<file path="src/rtl/qrs_pkg.sv">
// ============================================================================
// qrs_pkg
// Shared types and constants of the quadratic root solver.
// ============================================================================
package qrs_pkg;

    // Default coefficient format: signed Q16.16.
    localparam int COEF_WIDTH_DEF = 32;
    localparam int FRAC_BITS_DEF  = 16;

    // Width of the zero tolerance register.
    localparam int TOL_WIDTH = 16;

    // Depth of the queue between the classifier and the solver.
    localparam int QUEUE_DEPTH = 4;

    // Case code returned with every result.
    typedef enum logic [2:0] {
        KIND_INFINITE = 3'd0,
        KIND_NONE     = 3'd1,
        KIND_LINEAR   = 3'd2,
        KIND_COMPLEX  = 3'd3,
        KIND_DOUBLE   = 3'd4,
        KIND_TWO_REAL = 3'd5
    } kind_t;

    // Classification of one item and the signs of its coefficients.
    typedef struct packed {
        kind_t kind;
        logic  na;
        logic  nb;
        logic  nc;
    } ctrl_t;

endpackage

</file>
<file path="src/rtl/qrs_fifo.sv">
// ============================================================================
// qrs_fifo
// Small register queue that decouples the classifier from the solver.
// ============================================================================
module qrs_fifo #(
    parameter int WIDTH = 8,
    parameter int DEPTH = qrs_pkg::QUEUE_DEPTH
) (
    input  logic             aclk,
    input  logic             aresetn,
    input  logic             push,
    input  logic [WIDTH-1:0] push_data,
    output logic             full,
    input  logic             pop,
    output logic [WIDTH-1:0] pop_data,
    output logic             empty
);

    localparam int AW = (DEPTH > 1) ? $clog2(DEPTH) : 1;

    logic [WIDTH-1:0] data_reg [DEPTH];
    logic [AW-1:0]    wr_ptr_reg;
    logic [AW-1:0]    rd_ptr_reg;
    logic [AW:0]      count_reg;

    assign full     = (count_reg == (AW+1)'(DEPTH));
    assign empty    = (count_reg == '0);
    assign pop_data = data_reg[rd_ptr_reg];

    // Entry storage.
    always_ff @(posedge aclk) begin
        if (push) begin
            data_reg[wr_ptr_reg] <= push_data;
        end
    end

    // Pointers and fill count.
    always_ff @(posedge aclk) begin
        if (!aresetn) begin
            wr_ptr_reg <= '0;
            rd_ptr_reg <= '0;
            count_reg  <= '0;
        end else begin
            if (push) begin
                wr_ptr_reg <= (wr_ptr_reg == AW'(DEPTH - 1)) ? '0 : wr_ptr_reg + 1'b1;
            end
            if (pop) begin
                rd_ptr_reg <= (rd_ptr_reg == AW'(DEPTH - 1)) ? '0 : rd_ptr_reg + 1'b1;
            end
            if (push && !pop) begin
                count_reg <= count_reg + 1'b1;
            end else if (pop && !push) begin
                count_reg <= count_reg - 1'b1;
            end
        end
    end

endmodule

</file>
<file path="config.mk">
export PLATFORM = sky130hd
export DESIGN_NAME = qrs_fifo
export DESIGN_NICKNAME = d
export VERILOG_FILES = /design/src/rtl/qrs_pkg.sv /design/src/rtl/qrs_fifo.sv
export SDC_FILE = /design/constraint.sdc
export NUM_CORES = 1
export LEC_CHECK = 0
export BUFFER_PORTS_ARGS = -buffer_cell sky130_fd_sc_hd__buf_4
export CAP_MARGIN = 5
export CORE_MARGIN = 4
export CORE_UTILIZATION = 58
export CTS_BUF_LIST = sky130_fd_sc_hd__clkbuf_8
export CTS_CLUSTER_DIAMETER = 100
export DETAILED_ROUTE_END_ITERATION = 7
export PLACE_DENSITY = 0.8
export SLEW_MARGIN = 25
export SYNTH_ARGS = -nofsm -noshare
export SYNTH_HDL_FRONTEND = slang
export SYNTH_SLANG_ARGS = --single-unit
</file>
<file path="constraint.sdc">
create_clock -name aclk -period 1.6 [get_ports aclk]
set_input_delay 0 -clock aclk [delete_from_list [all_inputs] [get_ports aclk]]
set_output_delay 0 -clock aclk [all_outputs]
set_load 0.02 [all_outputs]
</file>
Word level (Yosys, flattened, before mapping)
Memory sizes are Yosys's and may differ from the RTL's. A register that Yosys moved wholly into a read port is not among the register bits.
Cells that the tools add are included.
{"block": "word_totals", "register_bits": 7, "latch_bits": 0, "mem_bits_rw": 32, "mem_bits_ro": 0, "in_bits": 12, "output_inout_bits": 10, "elab_cells": 25, "n_memories": 1}
{"name": "data_reg", "words": 4, "width": 8, "read_ports": 1, "rd_ports_with_merged_regs": 1, "wr": 1, "line": "qrs_fifo.sv:21", "rtl": "logic [WIDTH-1:0] data_reg [DEPTH];"}
{"block": "op_classes", "n_addsub": 4, "mul": 0, "div_mod_pow": 0, "magnitude_cmp": 0, "eq_ne": 3, "n_shift": 0, "mux": 8, "n_bitwise": 0, "n_reduce_logical": 6}
{"operator": "$mux 2", "count": 4}
{"operator": "$mux 3", "count": 2}
{"operator": "$add 2x1->2 const B", "count": 2}
{"operator": "$eq 2x2->1 const B", "count": 2}
{"operator": "$add 3x1->3 const B", "count": 1}
{"operator": "$eq 3x3->1 const B", "count": 1}
{"operator": "$logic_not 3->1", "count": 1}
{"operator": "$sub 3x1->3 const B", "count": 1}
{"operator": "$logic_and 1x1->1", "count": 2}
{"operator": "$logic_not 1->1", "count": 2}
{"operator": "$mux 1", "count": 2}
{"operator": "$reduce_bool 2->1", "count": 1}

Depth between registers and ports, before layout
{"block": "depth", "depth_word": 4, "depth_mapped": 7}

Worst setup path after synthesis
No wires, ideal clock.
{"block": "synth_timing", "path_kind": "register to register", "from": "reg count_reg[0]", "to": "reg count_reg[2]", "setup_time_ns": 0.070, "t_arrival_ns": 1.323, "required_ns": 1.530, "setup_slack_ns": 0.207, "path_stages_with_launch": 5, "path_buffers": 0, "synth_period_minus_slack_ns": 1.393, "path_cell_list": "dfxtp_1 -> fa_1 -> xor2_1 -> or3_1 -> a21boi_1"}
{"block": "synth_between", "elab_chain_len": 3}
{"element": "start, declared", "line": "qrs_fifo.sv:24", "rtl": "logic [AW:0] count_reg;"}
{"element": "start signal, assigned", "line": "qrs_fifo.sv:51", "rtl": "count_reg <= count_reg + 1'b1;"}
{"element": "start signal, assigned", "line": "qrs_fifo.sv:53", "rtl": "count_reg <= count_reg - 1'b1;"}
{"element": "$sub 3x1->3", "line": "qrs_fifo.sv:53"}
{"element": "$mux 3", "line": "qrs_fifo.sv:52", "rtl": "end else if (pop && !push) begin"}
{"element": "$mux 3 *", "line": "qrs_fifo.sv:50", "rtl": "if (push && !pop) begin"}
Every way passes the cells marked *; elsewhere a longest branch is shown, timed or not. The select of a mux whose other input is x is not followed.
A chain may end at the register's enable or synchronous reset.

==> metrics.txt <==
outcome=completed; global-route wire length before repair=4188 µm; FMAX=0.6607 GHz; fin nets=141; total power=2.367 mW; Die X=60.78 µm; slew at the pin closest to its max-slew limit=0.4352 ns; post-route cell area=1998 µm²; gr usage total=0.1673; Tmin final=1.514 ns; top_reg_cell synth=edfxtp_1; Max-slew headroom=0.7099; Req. time, crit path=1.60 ns; via/cell ratio=5.477; final hold slack=0.06046 ns; setup ws final=0.08641 ns; Synth-to-Final Area Change=23.70%; number of buffers added on ports=21; placed instance area=1802 µm²; Layout Cells excl Fill=153; ys async rst share=0; via count=838; starting density of the core=0.6291; crit path DAT=1.51 ns; Core Box Area=2567 µm²; Hold Startpoint=pop; worst r2r src=count_reg[0]; Max H-tree Level=2; yosys warns=0; most instantiated library cell after synthesis=edfxtp_1; dpl cells=136; Multi-input gate area=442.9 µm²; CTS buffer count=5; initial antenna violation count=0; placement-stage worst setup slack=0.1239 ns; share of cells above drive strength 1=0.2927; Skew-Pair Late Insertion Delay=0.29 ns; setup TNS=0 ns; root buffer cell=clkbuf_8; Gates resized, CTS repair=0; Rows=18; grt total ovfl=0; DRC Markers=0; Post-Syn Area=1615 µm²; Synth cell types=20; Antenna Cells=0; # fillers=150; WL/cell=16.25 µm; detailed placer's ending HPWL=1706 µm; Seq. cell area=1141 µm²; I/O pins=22; clock sink total=41; critical path fanouts, max=8; max FFs per register=32; setup violators final=0; Setup crit end kind=output pin; GP Congestion=0.7338; Synth top area share=0.5949; critical path class=register to output pin; Max VDD drop=1182 µV; Routed WL=2487 µm; TritonCTS clock tree=built; die area=3694 µm²; count of pins over their slew limit=0; Worst Skew=0.003719 ns; Post-DRT Antenna Nets=0; Final Util=0.7783; cts-stage hold buffer count=9; syn nets=105; worst hold path type=input port to register; register area share after synthesis=0.7064; Yosys reg bits=41; synth cell count leaders=edfxtp_1, dfxtp_1, mux4_2, ha_1; Startpoint Class=register; EDFF count, synth=32; Post-CTS Setup Bufs=0; worst-case clock buffer depth=2; endpoints failing hold=0; total power density per cell area=1185 nW/µm²; synthesized instance count=86; leakage=0.7493 nW; Reg clk slew, reported paths=0.07 ns; Tcrit/Tclk final=0.9460; Die Y=60.78 µm; synth top area cells=edfxtp_1, dfxtp_1, mux4_2, ha_1, mux2i_1; Pre-antenna DRT Iters=4; largest net degree at the start of global routing=13; Post-Syn Area per Cell=18.78 µm²; Max Cap Viol=0; vias in the first global route=895; unrepaired setup endpoints after global routing=no; Starting DRT DRC Count=25; post-synth top area cell=edfxtp_1
layer usage:
metal	up-vias	routed length [µm]	track usage
met3	5	177	0.08298
met2	24	1243	0.2565
met1	413	1038	0.2133
met5	-	0	0
li1	396	-	-
met4	0	27	0.04644
critical path, cell delays in order, from the launching register on:
cell and delay [ns]:
dfxtp_1 0.31, buf_4 0.20, mux4_2 0.53, buf_4 0.17
cell type report:
type                       count  area share
timing repair buffer          31      0.1277
tap                           30     0.01879
clock buffer                   5     0.03444
multi-input combinational     39      0.2217
clock inverter                 3     0.01879
sequential                    41      0.5711
inverter                       4    0.007514
kinds of logic after synthesis:
logic type,synth area share
compound gates,0.01239
xor+xnor,0.01085
fa+ha+maj,0.05887
buf+inv,0.01936
flops,0.7064
mux,0.1363
simple gates,0.05577
path summary, 6_finish.rpt:
kind                   end  slack, ns  depth (start not counted)
max            pop_data[3]       0.09                          3
min          rd_ptr_reg[0]       0.06                          3
max reg2reg   count_reg[2]       0.14                          4
min reg2reg   count_reg[2]       0.52                          2
cells in the final DEF, fill, tap and decap left out, drive strengths merged:
| master | instances |
|---|---|
| a21boi | 1 |
| and2 | 5 |
| buf | 22 |
| bufinv | 1 |
| clkbuf | 5 |
| clkinv | 1 |
| dfxtp | 9 |
| dlygate4sd3 | 9 |
| edfxtp | 32 |
| fa | 1 |
| ha | 6 |
| inv | 5 |
| mux2i | 4 |
| mux4 | 8 |
| nor2 | 1 |
| nor2b | 5 |
| nor3 | 2 |
| nor3b | 1 |
| o21a | 1 |
| o21ai | 1 |
| or3 | 1 |
| xnor2 | 1 |
| xor2 | 1 |
power breakdown:
group	switching, mW	internal, mW
combinational	0.159	0.171
sequential	0.0373	1.21
clock	0.335	0.454
total	0.531	1.84
Note: power is estimated with default switching activity, not from simulation.
